### config.mk
export PLATFORM = sky130hd
export DESIGN_NAME = grid_heading_turn_planner_top_flat
export DESIGN_NICKNAME = d
export VERILOG_FILES = /design/src/ghtp_pkg.sv /design/src/ghtp_req_if.sv /design/src/ghtp_rsp_if.sv /design/src/grid_heading_turn_planner_top.sv /design/src/flat_wrapper.sv
export SDC_FILE = /design/constraint.sdc
export NUM_CORES = 2
export LEC_CHECK = 0
export BUFFER_PORTS_ARGS = -buffer_cell sky130_fd_sc_hd__buf_2
export CAP_MARGIN = 20
export CORE_MARGIN = 4
export CORE_UTILIZATION = 45
export CTS_CLUSTER_SIZE = 30
export DETAILED_ROUTE_END_ITERATION = 8
export HOLD_SLACK_MARGIN = 0.1
export PLACE_DENSITY = 0.71
export SLEW_MARGIN = 20
export SYNTH_ARGS = -nofsm -noshare
export SYNTH_HDL_FRONTEND = slang
export SYNTH_SLANG_ARGS = --single-unit
### constraint.sdc
create_clock -name clock -period 15.3 [get_ports clock]
set_input_delay 0 -clock clock [delete_from_list [all_inputs] [get_ports clock]]
set_output_delay 0 -clock clock [all_outputs]
set_load 0.02 [all_outputs]
### src/ghtp_pkg.sv
// ----------------------------------------------------------------------------
// ghtp_pkg
// Shared types, constants and lookup functions of the grid heading turn
// planner: ratio-to-direction table, arctangent table, reciprocal constants.
// ----------------------------------------------------------------------------
`default_nettype none

package ghtp_pkg;

   localparam int CoefW    = 10;   // sine and cosine in thousandths
   localparam int AtanIdxW = 5;    // arctangent table index, entries 0 to 14 nonzero
   localparam int AtanW    = 14;
   localparam int CordW    = 27;   // cordic x and y, input scaled by 256
   localparam int AngW     = 18;   // binary angle accumulator
   localparam int VecW     = 18;   // vector components before scaling
   localparam int MulW     = 32;

   // floor(p / 1000) for p < 2^18 as (p * GoalRecip) >> GoalShift
   localparam logic [MulW-1:0] GoalRecip  = 32'd268436;
   localparam int              GoalShift  = 28;
   // arc = floor(mag * 3707079327 / (2^22 * 78125))
   localparam logic [MulW-1:0] ArcMul     = 32'd3707079327;
   localparam int              ArcShift   = 22;
   // floor(v / 78125) for v < 2^25
   localparam logic [MulW-1:0] ArcRecip   = 32'd56294996;
   localparam int              ArcRecShft = 42;
   // ticks = floor(arc * 75 / 118)
   localparam logic [MulW-1:0] TickMul    = 32'd75;
   localparam logic [MulW-1:0] TickRecip  = 32'd35545;
   localparam int              TickShift  = 22;

   localparam logic signed [AngW-1:0] QuarterTurn = 18'sd16384;

   localparam logic [7:0] MaxAccelReset = 8'd10;
   localparam logic       CsrMaxAccel   = 1'b0;   // register index

   typedef struct packed {
      logic [CoefW-1:0] sine;
      logic [CoefW-1:0] cosine;
   } coef_type;

   // direction coefficients picked from row and column distance
   function automatic coef_type ratio_coef(input logic [1:0] ar, input logic [1:0] ac);
      coef_type c;
      c.sine   = 10'd0;
      c.cosine = 10'd1000;
      if (ac == 2'd0) begin
         c.sine   = 10'd1000;
         c.cosine = 10'd0;
      end else if (ar == 2'd0) begin
         c.sine   = 10'd0;
         c.cosine = 10'd1000;
      end else if (ar == ac) begin
         c.sine   = 10'd707;
         c.cosine = 10'd707;
      end else begin
         unique case ({ar, ac})
            4'b01_11: begin c.sine = 10'd316; c.cosine = 10'd949; end
            4'b01_10: begin c.sine = 10'd447; c.cosine = 10'd894; end
            4'b10_11: begin c.sine = 10'd555; c.cosine = 10'd832; end
            4'b11_10: begin c.sine = 10'd832; c.cosine = 10'd555; end
            4'b10_01: begin c.sine = 10'd894; c.cosine = 10'd447; end
            4'b11_01: begin c.sine = 10'd949; c.cosine = 10'd316; end
            default:  begin c.sine = 10'd0;   c.cosine = 10'd1000; end
         endcase
      end
      return c;
   endfunction

   // atan(2^-i) in binary angle units, 65536 per turn
   function automatic logic [AtanW-1:0] atan_bam(input logic [AtanIdxW-1:0] idx);
      logic [AtanW-1:0] v;
      unique case (idx)
         5'd0:    v = 14'd8192;
         5'd1:    v = 14'd4836;
         5'd2:    v = 14'd2555;
         5'd3:    v = 14'd1297;
         5'd4:    v = 14'd651;
         5'd5:    v = 14'd326;
         5'd6:    v = 14'd163;
         5'd7:    v = 14'd81;
         5'd8:    v = 14'd41;
         5'd9:    v = 14'd20;
         5'd10:   v = 14'd10;
         5'd11:   v = 14'd5;
         5'd12:   v = 14'd3;
         5'd13:   v = 14'd1;
         5'd14:   v = 14'd1;
         default: v = 14'd0;
      endcase
      return v;
   endfunction

endpackage

`default_nettype wire

### src/ghtp_req_if.sv
// ----------------------------------------------------------------------------
// ghtp_req_if
// Request channel of the turn planner: valid/ready handshake and command.
// ----------------------------------------------------------------------------
`default_nettype none

interface ghtp_req_if;
   logic              valid;
   logic              ready;
   logic              func;
   logic [7:0]        target_region;
   logic [7:0]        current_region;
   logic signed [15:0] heading_x;
   logic signed [15:0] heading_y;

   modport source (
      output valid, func, target_region, current_region, heading_x, heading_y,
      input  ready
   );
   modport sink (
      input  valid, func, target_region, current_region, heading_x, heading_y,
      output ready
   );
endinterface

`default_nettype wire

### src/ghtp_rsp_if.sv
// ----------------------------------------------------------------------------
// ghtp_rsp_if
// Response channel of the turn planner: valid/ready handshake and result.
// ----------------------------------------------------------------------------
`default_nettype none

interface ghtp_rsp_if;
   logic              valid;
   logic              ready;
   logic [7:0]        turn_ticks;
   logic              turn_ccw;
   logic signed [8:0] goal_x;
   logic signed [8:0] goal_y;
   logic              on_path;
   logic              regions_valid;

   modport source (
      output valid, turn_ticks, turn_ccw, goal_x, goal_y, on_path, regions_valid,
      input  ready
   );
   modport sink (
      input  valid, turn_ticks, turn_ccw, goal_x, goal_y, on_path, regions_valid,
      output ready
   );
endinterface

`default_nettype wire

### src/grid_heading_turn_planner_top.sv
// ----------------------------------------------------------------------------
// grid_heading_turn_planner_top
// Plans the turn toward a target cell of a 4x4 grid and checks cells against
// the held path. One sequencer drives a shared cordic stage and one multiplier.
// ----------------------------------------------------------------------------
// sequence: a plan with valid cells runs goal x and y multiply and divide, goal
//   write, cordic of goal then heading angle, arc and tick multiply and divide,
//   finish, then rsp valid; an invalid cell skips the goal steps and a zero
//   vector its cordic steps; a check gives rsp valid in the cycle after accept
// flow: one transaction in flight; a new request waits until the last rsp is taken
// reset: synchronous, max_accel back to 10, held goal and path cleared
`default_nettype none

module grid_heading_turn_planner_top #(
   parameter int CORDIC_STEPS = 16
) (
   input  wire logic        clock,
   input  wire logic        reset,
   ghtp_req_if.sink         req_ch,
   ghtp_rsp_if.source       rsp_ch,
   input  wire logic        csr_psel,
   input  wire logic        csr_penable,
   input  wire logic        csr_pwrite,
   input  wire logic [2:0]  csr_paddr,
   input  wire logic [31:0] csr_pwdata,
   output logic [31:0]      csr_prdata,
   output logic             csr_pready
);

   localparam int StepW    = $clog2(CORDIC_STEPS);
   localparam int CordW    = ghtp_pkg::CordW;
   localparam int AngW     = ghtp_pkg::AngW;
   localparam int VecW     = ghtp_pkg::VecW;
   localparam int MulW     = ghtp_pkg::MulW;
   localparam int AtanIdxW = ghtp_pkg::AtanIdxW;
   localparam int DiffW    = AngW + 1;
   localparam int GoalSh   = ghtp_pkg::GoalShift;
   localparam int ArcSh    = ghtp_pkg::ArcShift;
   localparam int ArcRecSh = ghtp_pkg::ArcRecShft;
   localparam int TickSh   = ghtp_pkg::TickShift;

   localparam logic signed [DiffW-1:0] HalfTurnPos = 19'sd32768;
   localparam logic signed [DiffW-1:0] HalfTurnNeg = -19'sd32768;
   localparam logic signed [DiffW-1:0] FullTurn    = 19'sd65536;

   localparam logic [3:0] S_IDLE     = 4'd0;
   localparam logic [3:0] S_GX_MUL   = 4'd1;
   localparam logic [3:0] S_GX_DIV   = 4'd2;
   localparam logic [3:0] S_GY_MUL   = 4'd3;
   localparam logic [3:0] S_GY_DIV   = 4'd4;
   localparam logic [3:0] S_GOAL_WR  = 4'd5;
   localparam logic [3:0] S_ANG_INIT = 4'd6;
   localparam logic [3:0] S_ANG_STEP = 4'd7;
   localparam logic [3:0] S_ANG_NEXT = 4'd8;
   localparam logic [3:0] S_ARC_MUL  = 4'd9;
   localparam logic [3:0] S_ARC_DIV  = 4'd10;
   localparam logic [3:0] S_TCK_MUL  = 4'd11;
   localparam logic [3:0] S_TCK_DIV  = 4'd12;
   localparam logic [3:0] S_FINISH   = 4'd13;
   localparam logic [3:0] S_OUT      = 4'd14;

   logic [3:0]               state_ff, state_in;
   logic [7:0]               max_accel_ff, max_accel_in;
   logic signed [8:0]        held_goal_x_ff, held_goal_x_in;
   logic signed [8:0]        held_goal_y_ff, held_goal_y_in;
   logic [1:0]               path_target_row_ff, path_target_row_in;
   logic [1:0]               path_target_col_ff, path_target_col_in;
   logic signed [2:0]        path_row_delta_ff, path_row_delta_in;
   logic signed [2:0]        path_col_delta_ff, path_col_delta_in;

   logic signed [15:0]       hx_ff, hx_in;
   logic signed [15:0]       hy_ff, hy_in;
   ghtp_pkg::coef_type       coef_ff, coef_in;
   logic                     sel_ff, sel_in;       // 0 goal angle, 1 heading angle
   logic [StepW-1:0]         step_ff, step_in;
   logic signed [CordW-1:0]  cx_ff, cx_in;
   logic signed [CordW-1:0]  cy_ff, cy_in;
   logic signed [AngW-1:0]   z_ff, z_in;
   logic signed [AngW-1:0]   zg_ff, zg_in;
   logic [15:0]              mag_ff, mag_in;
   logic                     dneg_ff, dneg_in;
   logic [2*MulW-1:0]        prod_ff, prod_in;

   logic [7:0]               ticks_ff, ticks_in;
   logic                     ccw_ff, ccw_in;
   logic                     on_path_ff, on_path_in;
   logic                     valid_ff, valid_in;

   logic [MulW-1:0]          mul_a, mul_b;

   // request decode
   logic                     creg_ok, plan_ok;
   logic [1:0]               t_row, t_col, c_row, c_col;
   logic signed [2:0]        d_row, d_col;
   logic [1:0]               a_row, a_col;
   logic                     col_ok, row_ok;

   // cordic datapath
   logic signed [VecW-1:0]   src_x, src_y, px, py;
   logic signed [CordW-1:0]  sh_x, sh_y;
   logic signed [AngW-1:0]   atan_s;

   // angle difference
   logic signed [DiffW-1:0]  ang_diff, ang_wrap, ang_abs;
   logic [8:0]               goal_mag;

   assign creg_ok = (req_ch.current_region[7:4] == 4'd0);
   assign plan_ok = creg_ok && (req_ch.target_region[7:4] == 4'd0);
   assign t_row   = req_ch.target_region[3:2];
   assign t_col   = req_ch.target_region[1:0];
   assign c_row   = req_ch.current_region[3:2];
   assign c_col   = req_ch.current_region[1:0];
   assign d_row   = $signed({1'b0, t_row}) - $signed({1'b0, c_row});
   assign d_col   = $signed({1'b0, t_col}) - $signed({1'b0, c_col});
   assign a_row   = d_row[2] ? 2'(-d_row) : d_row[1:0];
   assign a_col   = d_col[2] ? 2'(-d_col) : d_col[1:0];

   // path check against the held target and direction
   always_comb begin
      priority if (path_col_delta_ff < 0) begin
         col_ok = (c_col > path_target_col_ff);
      end else if (path_col_delta_ff > 0) begin
         col_ok = (c_col < path_target_col_ff);
      end else begin
         col_ok = (c_col == path_target_col_ff);
      end
      priority if (path_row_delta_ff < 0) begin
         row_ok = (c_row > path_target_row_ff);
      end else if (path_row_delta_ff > 0) begin
         row_ok = (c_row < path_target_row_ff);
      end else begin
         row_ok = (c_row == path_target_row_ff);
      end
   end

   assign src_x  = sel_ff ? VecW'(hx_ff) : VecW'(held_goal_x_ff);
   assign src_y  = sel_ff ? VecW'(hy_ff) : VecW'(held_goal_y_ff);
   assign px     = -src_x;
   assign py     = src_y;
   assign sh_x   = cx_ff >>> step_ff;
   assign sh_y   = cy_ff >>> step_ff;
   assign atan_s = AngW'(ghtp_pkg::atan_bam(AtanIdxW'(step_ff)));

   assign ang_diff = DiffW'(zg_ff) - DiffW'(z_ff);
   always_comb begin
      priority if (ang_diff > HalfTurnPos) begin
         ang_wrap = ang_diff - FullTurn;
      end else if (ang_diff < HalfTurnNeg) begin
         ang_wrap = ang_diff + FullTurn;
      end else begin
         ang_wrap = ang_diff;
      end
   end
   assign ang_abs  = ang_wrap[DiffW-1] ? -ang_wrap : ang_wrap;
   assign goal_mag = {1'b0, prod_ff[GoalSh +: 8]};

   assign prod_in = mul_a * mul_b;

   always_comb begin
      state_in           = state_ff;
      max_accel_in       = max_accel_ff;
      held_goal_x_in     = held_goal_x_ff;
      held_goal_y_in     = held_goal_y_ff;
      path_target_row_in = path_target_row_ff;
      path_target_col_in = path_target_col_ff;
      path_row_delta_in  = path_row_delta_ff;
      path_col_delta_in  = path_col_delta_ff;
      hx_in              = hx_ff;
      hy_in              = hy_ff;
      coef_in            = coef_ff;
      sel_in             = sel_ff;
      step_in            = step_ff;
      cx_in              = cx_ff;
      cy_in              = cy_ff;
      z_in               = z_ff;
      zg_in              = zg_ff;
      mag_in             = mag_ff;
      dneg_in            = dneg_ff;
      ticks_in           = ticks_ff;
      ccw_in             = ccw_ff;
      on_path_in         = on_path_ff;
      valid_in           = valid_ff;
      mul_a              = '0;
      mul_b              = '0;

      if (csr_psel && csr_penable && csr_pwrite && csr_pready &&
          (csr_paddr[2] == ghtp_pkg::CsrMaxAccel)) begin
         max_accel_in = csr_pwdata[7:0];
      end

      unique case (state_ff)
         S_IDLE: begin
            if (req_ch.valid) begin
               hx_in = req_ch.heading_x;
               hy_in = req_ch.heading_y;
               if (req_ch.func) begin
                  ticks_in   = 8'd0;
                  ccw_in     = 1'b0;
                  valid_in   = creg_ok;
                  on_path_in = creg_ok && col_ok && row_ok;
                  state_in   = S_OUT;
               end else begin
                  valid_in   = plan_ok;
                  on_path_in = 1'b0;
                  sel_in     = 1'b0;
                  if (plan_ok) begin
                     path_target_row_in = t_row;
                     path_target_col_in = t_col;
                     path_row_delta_in  = d_row;
                     path_col_delta_in  = d_col;
                     coef_in            = ghtp_pkg::ratio_coef(a_row, a_col);
                     state_in           = S_GX_MUL;
                  end else begin
                     state_in = S_ANG_INIT;
                  end
               end
            end
         end
         S_GX_MUL: begin
            mul_a    = MulW'(max_accel_ff);
            mul_b    = MulW'(coef_ff.cosine);
            state_in = S_GX_DIV;
         end
         S_GX_DIV: begin
            mul_a    = MulW'(prod_ff[17:0]);
            mul_b    = ghtp_pkg::GoalRecip;
            state_in = S_GY_MUL;
         end
         S_GY_MUL: begin
            held_goal_x_in = path_col_delta_ff[2] ? $signed(goal_mag) : $signed(-goal_mag);
            mul_a          = MulW'(max_accel_ff);
            mul_b          = MulW'(coef_ff.sine);
            state_in       = S_GY_DIV;
         end
         S_GY_DIV: begin
            mul_a    = MulW'(prod_ff[17:0]);
            mul_b    = ghtp_pkg::GoalRecip;
            state_in = S_GOAL_WR;
         end
         S_GOAL_WR: begin
            held_goal_y_in = path_row_delta_ff[2] ? $signed(goal_mag) : $signed(-goal_mag);
            state_in       = S_ANG_INIT;
         end
         S_ANG_INIT: begin
            step_in = '0;
            if ((px == 0) && (py == 0)) begin
               z_in     = '0;
               state_in = S_ANG_NEXT;
            end else begin
               // vectors in the left half plane get a quarter turn first
               priority if (px < 0 && py >= 0) begin
                  cx_in = CordW'(py) <<< 8;
                  cy_in = CordW'(-px) <<< 8;
                  z_in  = ghtp_pkg::QuarterTurn;
               end else if (px < 0) begin
                  cx_in = CordW'(-py) <<< 8;
                  cy_in = CordW'(px) <<< 8;
                  z_in  = -ghtp_pkg::QuarterTurn;
               end else begin
                  cx_in = CordW'(px) <<< 8;
                  cy_in = CordW'(py) <<< 8;
                  z_in  = '0;
               end
               state_in = S_ANG_STEP;
            end
         end
         S_ANG_STEP: begin
            if (!cy_ff[CordW-1]) begin
               cx_in = cx_ff + sh_y;
               cy_in = cy_ff - sh_x;
               z_in  = z_ff + atan_s;
            end else begin
               cx_in = cx_ff - sh_y;
               cy_in = cy_ff + sh_x;
               z_in  = z_ff - atan_s;
            end
            step_in = step_ff + 1'b1;
            if (step_ff == StepW'(CORDIC_STEPS - 1)) begin
               state_in = S_ANG_NEXT;
            end
         end
         S_ANG_NEXT: begin
            if (!sel_ff) begin
               zg_in    = z_ff;
               sel_in   = 1'b1;
               state_in = S_ANG_INIT;
            end else begin
               mag_in   = ang_abs[15:0];
               dneg_in  = ang_wrap[DiffW-1];
               state_in = S_ARC_MUL;
            end
         end
         S_ARC_MUL: begin
            mul_a    = MulW'(mag_ff);
            mul_b    = ghtp_pkg::ArcMul;
            state_in = S_ARC_DIV;
         end
         S_ARC_DIV: begin
            mul_a    = MulW'(prod_ff[ArcSh +: 25]);
            mul_b    = ghtp_pkg::ArcRecip;
            state_in = S_TCK_MUL;
         end
         S_TCK_MUL: begin
            mul_a    = MulW'(prod_ff[ArcRecSh +: 9]);
            mul_b    = ghtp_pkg::TickMul;
            state_in = S_TCK_DIV;
         end
         S_TCK_DIV: begin
            mul_a    = MulW'(prod_ff[14:0]);
            mul_b    = ghtp_pkg::TickRecip;
            state_in = S_FINISH;
         end
         S_FINISH: begin
            ticks_in = prod_ff[TickSh +: 8];
            // zero ticks count as counter-clockwise
            ccw_in   = !dneg_ff || (prod_ff[TickSh +: 8] == 8'd0);
            state_in = S_OUT;
         end
         S_OUT: begin
            if (rsp_ch.ready) begin
               state_in = S_IDLE;
            end
         end
         default: begin
            state_in = S_IDLE;
         end
      endcase
   end

   always_ff @(posedge clock) begin
      if (reset) begin
         state_ff           <= S_IDLE;
         max_accel_ff       <= ghtp_pkg::MaxAccelReset;
         held_goal_x_ff     <= '0;
         held_goal_y_ff     <= '0;
         path_target_row_ff <= '0;
         path_target_col_ff <= '0;
         path_row_delta_ff  <= '0;
         path_col_delta_ff  <= '0;
      end else begin
         state_ff           <= state_in;
         max_accel_ff       <= max_accel_in;
         held_goal_x_ff     <= held_goal_x_in;
         held_goal_y_ff     <= held_goal_y_in;
         path_target_row_ff <= path_target_row_in;
         path_target_col_ff <= path_target_col_in;
         path_row_delta_ff  <= path_row_delta_in;
         path_col_delta_ff  <= path_col_delta_in;
      end
   end

   always_ff @(posedge clock) begin
      hx_ff      <= hx_in;
      hy_ff      <= hy_in;
      coef_ff    <= coef_in;
      sel_ff     <= sel_in;
      step_ff    <= step_in;
      cx_ff      <= cx_in;
      cy_ff      <= cy_in;
      z_ff       <= z_in;
      zg_ff      <= zg_in;
      mag_ff     <= mag_in;
      dneg_ff    <= dneg_in;
      prod_ff    <= prod_in;
      ticks_ff   <= ticks_in;
      ccw_ff     <= ccw_in;
      on_path_ff <= on_path_in;
      valid_ff   <= valid_in;
   end

   assign req_ch.ready = (state_ff == S_IDLE);

   assign rsp_ch.valid         = (state_ff == S_OUT);
   assign rsp_ch.turn_ticks    = ticks_ff;
   assign rsp_ch.turn_ccw      = ccw_ff;
   assign rsp_ch.goal_x        = held_goal_x_ff;
   assign rsp_ch.goal_y        = held_goal_y_ff;
   assign rsp_ch.on_path       = on_path_ff;
   assign rsp_ch.regions_valid = valid_ff;

   assign csr_pready = 1'b1;
   assign csr_prdata = (csr_paddr[2] == ghtp_pkg::CsrMaxAccel) ? {24'd0, max_accel_ff} : 32'd0;

endmodule

`default_nettype wire

### src/flat_wrapper.sv
// flat-port wrapper written by rule: the top's interface ports become plain ports
module grid_heading_turn_planner_top_flat 
#(
   parameter int CORDIC_STEPS = 16
)
  (clock, reset, csr_psel, csr_penable, csr_pwrite, csr_paddr, csr_pwdata, csr_prdata, csr_pready, req_ch_valid, req_ch_func, req_ch_target_region, req_ch_current_region, req_ch_heading_x, req_ch_heading_y, req_ch_ready, rsp_ch_valid, rsp_ch_turn_ticks, rsp_ch_turn_ccw, rsp_ch_goal_x, rsp_ch_goal_y, rsp_ch_on_path, rsp_ch_regions_valid, rsp_ch_ready);
  ghtp_req_if req_ch_i ();
  ghtp_rsp_if rsp_ch_i ();
  input  wire logic clock;
  input  wire logic reset;
  input  wire logic csr_psel;
  input  wire logic csr_penable;
  input  wire logic csr_pwrite;
  input  wire logic [2:0] csr_paddr;
  input  wire logic [31:0] csr_pwdata;
  output logic [31:0] csr_prdata;
  output logic csr_pready;
  input wire logic [$bits(req_ch_i.valid)-1:0] req_ch_valid;
  input wire logic [$bits(req_ch_i.func)-1:0] req_ch_func;
  input wire logic [$bits(req_ch_i.target_region)-1:0] req_ch_target_region;
  input wire logic [$bits(req_ch_i.current_region)-1:0] req_ch_current_region;
  input wire logic [$bits(req_ch_i.heading_x)-1:0] req_ch_heading_x;
  input wire logic [$bits(req_ch_i.heading_y)-1:0] req_ch_heading_y;
  output wire logic [$bits(req_ch_i.ready)-1:0] req_ch_ready;
  output wire logic [$bits(rsp_ch_i.valid)-1:0] rsp_ch_valid;
  output wire logic [$bits(rsp_ch_i.turn_ticks)-1:0] rsp_ch_turn_ticks;
  output wire logic [$bits(rsp_ch_i.turn_ccw)-1:0] rsp_ch_turn_ccw;
  output wire logic [$bits(rsp_ch_i.goal_x)-1:0] rsp_ch_goal_x;
  output wire logic [$bits(rsp_ch_i.goal_y)-1:0] rsp_ch_goal_y;
  output wire logic [$bits(rsp_ch_i.on_path)-1:0] rsp_ch_on_path;
  output wire logic [$bits(rsp_ch_i.regions_valid)-1:0] rsp_ch_regions_valid;
  input wire logic [$bits(rsp_ch_i.ready)-1:0] rsp_ch_ready;
  assign req_ch_i.valid = req_ch_valid;
  assign req_ch_i.func = req_ch_func;
  assign req_ch_i.target_region = req_ch_target_region;
  assign req_ch_i.current_region = req_ch_current_region;
  assign req_ch_i.heading_x = req_ch_heading_x;
  assign req_ch_i.heading_y = req_ch_heading_y;
  assign req_ch_ready = req_ch_i.ready;
  assign rsp_ch_valid = rsp_ch_i.valid;
  assign rsp_ch_turn_ticks = rsp_ch_i.turn_ticks;
  assign rsp_ch_turn_ccw = rsp_ch_i.turn_ccw;
  assign rsp_ch_goal_x = rsp_ch_i.goal_x;
  assign rsp_ch_goal_y = rsp_ch_i.goal_y;
  assign rsp_ch_on_path = rsp_ch_i.on_path;
  assign rsp_ch_regions_valid = rsp_ch_i.regions_valid;
  assign rsp_ch_i.ready = rsp_ch_ready;
  grid_heading_turn_planner_top #(.CORDIC_STEPS(CORDIC_STEPS)) u_core (.clock(clock), .reset(reset), .req_ch(req_ch_i), .rsp_ch(rsp_ch_i), .csr_psel(csr_psel), .csr_penable(csr_penable), .csr_pwrite(csr_pwrite), .csr_paddr(csr_paddr), .csr_pwdata(csr_pwdata), .csr_prdata(csr_prdata), .csr_pready(csr_pready));
endmodule
==> impl_metrics.tcl <==
set metrics [dict create \
    outcome "complete, no violations" \
    drt_iter0_drc 2567 \
    vias_per_cell 5.437 \
    place_congestion 0.9679 \
    yosysSeqAreaShare 0.1640 \
    critPathLaunchType "flip-flop" \
    hold_start "csr_penable" \
    max_slew_margin 0.2742 \
    first_pass_iters 5 \
    grt_first_pass_wirelength_um 194700 \
    route.detailed.drc 0 \
    hpwl_um 101900 \
    placed_area_um2 45910 \
    required_ns 15.76 \
    numCtsBuffers 36 \
    crit_arrival_ns 11.36 \
    synth_seq_cells 273 \
    die-area_um2 102400 \
    cts_max_level 2 \
    timing.rr.end "u_core.prod_ff[48]" \
    grt_max_degree 77 \
    post-cts-setup-buffers 0 \
    synth-edff-count 172 \
    cts_tree "built" \
    crit-reg2reg-launch "u_core.state_ff[3]" \
    fin_skew_ns 0.02436 \
    core-area_um2 96710 \
    track_usage 0.2413 \
    clk-insertion-delay-late_ns 0.60 \
    routedWlPerCell_um 19.60 \
    antenna_found_initial 3 \
    rows 114 \
    setup_viol 0 \
    hold_violations 0 \
    drv_slew 0 \
    io_pins 155 \
    via_count 34330 \
    fin_crit_sh 0.7122 \
    r2r_cells 32 \
    place_inst 6187 \
    seq_area_um2 7187 \
    worst_slew_pin_slew_ns 1.084 \
    routed_wl_um 123800 \
    ys_types 96 \
    cts_hold_buf 61 \
    cpMostUsedCell "inv_1" \
    fp.dieW_um 320.1 \
    hp-class "primary input to flip-flop" \
    die_height_um 320.1 \
    rsz0062_at_grt "no" \
    end_kind "flip-flop" \
    mostFrequentLayoutCells "962 x inv_1, 659 x fa_1, 404 x nand2_1" \
    finalInstanceArea_um2 47690 \
    grt_pass1_vias 34790 \
    async_flop_share 0 \
    post-route-min-period_ns 10.90 \
    fmax_mhz 91.77 \
    clk_path_buf_depth 3 \
    syn_area_um2 43830 \
    worst_path_largest_cell_delay_ns 0.82 \
    nets 6040 \
    path_max_fanout 58 \
    slowest_stage "dfxtp_1" \
    area_delta_synth_final_pct 8.813 \
    port_buffers 103 \
    ys_warn_count 0 \
    synthCells 4808 \
    fillCellCount 9003 \
    start_util 0.4532 \
    clkSlewWorstSetupHoldPaths_ns 0.06 \
    cts_resized 0 \
    grt.overflow.total 0 \
    syn_avg_cell_area_um2 9.115 \
    synth_flop_cell "edfxtp_1" \
    multiInputGateArea_um2 32680 \
    maxCapViolations 0 \
    hold_path_end "u_core.max_accel_ff[4]" \
    cts.sink_count 273 \
    tns_ns 0 \
    holdPathStages 4 \
    cts_root_buffer "clkbuf_16" \
    drtAntennaViolNets 0 \
    final_common_cell "inv_1" \
    final_cells 6314 \
    rrSetupSlack_ns 4.40 \
    drive_gt1_frac 0.06552 \
    worstSetupPathType "flip-flop to flip-flop" \
]
[routing by layer]
metal  GRT usage  vias to the layer above  share of wire
met1      0.3259                    16910           0.42
li1            -                    15960              -
met3     0.05265                      228          0.088
met4     0.08965                        0          0.041
met5           0                        -              0
met2      0.3829                     1237           0.45
[registers in the layout, indices dropped and copies added (netlist names), 2 cells and up]
| signal | flops |
|---|---|
| u_core.rsp_ch.turn_ticks | 8 |
| u_core.z_ff | 18 |
| u_core.path_target_col_ff | 2 |
| u_core.path_col_delta_ff | 3 |
| u_core.path_row_delta_ff | 3 |
| u_core.coef_ff | 17 |
| u_core.prod_ff | 47 |
| u_core.rsp_ch.goal_x | 9 |
| u_core.state_ff | 4 |
| u_core.cy_ff | 27 |
| u_core.zg_ff | 18 |
| u_core.hx_ff | 16 |
| u_core.hy_ff | 16 |
| u_core.atan_s | 14 |
| u_core.cx_ff | 27 |
| u_core.max_accel_ff | 8 |
| u_core.rsp_ch.goal_y | 9 |
| u_core.step_ff | 4 |
| u_core.path_target_row_ff | 2 |
| u_core.mag_ff | 16 |
[cells in the mapped netlist (54+ instances only)]
cell type / n / area (µm²)
a211oi_1: 54 / 405.4
a21o_1: 71 / 533.0
a21oi_1: 289 / 1446
and2_1: 57 / 356.6
clkbuf_1: 109 / 409.1
dfxtp_1: 101 / 2022
edfxtp_1: 172 / 5165
fa_1: 659 / 13190
ha_1: 280 / 3503
inv_1: 963 / 3615
mux2i_1: 96 / 960.9
nand2_1: 406 / 1524
nand3_1: 64 / 320.3
nor2_1: 309 / 1160
nor3_1: 83 / 415.4
o21ai_0: 148 / 740.7
xnor2_1: 162 / 1419
xor2_1: 77 / 674.4
[how the worst max path moves through the flow]
stage / start / to / slack [ns] / depth (start not counted)
after floorplan: u_core.state_ff[1] / u_core.prod_ff[44] / 6.72 / 35
after global placement: u_core.state_ff[3] / u_core.prod_ff[48] / 4.67 / 32
after detailed placement: u_core.state_ff[3] / u_core.prod_ff[44] / 4.55 / 32
after CTS: u_core.state_ff[3] / u_core.prod_ff[48] / 4.53 / 32
after global routing: u_core.state_ff[3] / u_core.prod_ff[44] / 3.65 / 32
final: u_core.state_ff[3] / u_core.prod_ff[48] / 4.40 / 32
[per-stage QoR]
stage	hold WS, ns	worst slack (ns)	utilization
floorplan	0.07811	6.723	-
global placement	0.1773	4.670	0.4748
detailed placement	0.1781	4.549	0.4748
CTS	0.1003	4.533	0.4930
global route	0.1263	3.654	0.4931
finish	0.1239	4.403	0.4931
[worst max-delay path: cells and delay by family, from the launching register on]
| kind | cells | cell delay (ns) |
|---|---|---|
| buffers and inverters | 9 | 1.24 |
| AO/OA/AOI/OAI | 7 | 2.47 |
| flip-flops | 1 | 0.82 |
| adder cells (fa/ha/maj) | 8 | 4.02 |
| XOR/XNOR | 1 | 0.11 |
| AND/OR/NAND/NOR | 7 | 2.10 |
[logic make-up (layout without fill, tap and decap cells)]
logic type,count (synthesis),count (layout),share of synthesized area
simple gates,1179,1179,0.1270
buf+inv,1161,1239,0.1046
fa+ha+maj,939,939,0.3810
compound gates,841,841,0.1218
flops,273,273,0.1640
xor+xnor,239,239,0.04776
mux,174,174,0.05379
other cells,2,154,0.0001714
[layout make-up]
type                       instances  share of cell area
inverter                         968             0.07619
multi-input combinational       3525              0.6852
timing repair buffer             206             0.03023
antenna                            1          0.00005247
tap                             1276             0.03348
clock buffer                      44             0.01952
clock inverter                    21            0.004618
sequential                       273              0.1507
Power is not shown: default switching activity piles up to over one toggle a cycle in this logic, so the estimate is an artifact.
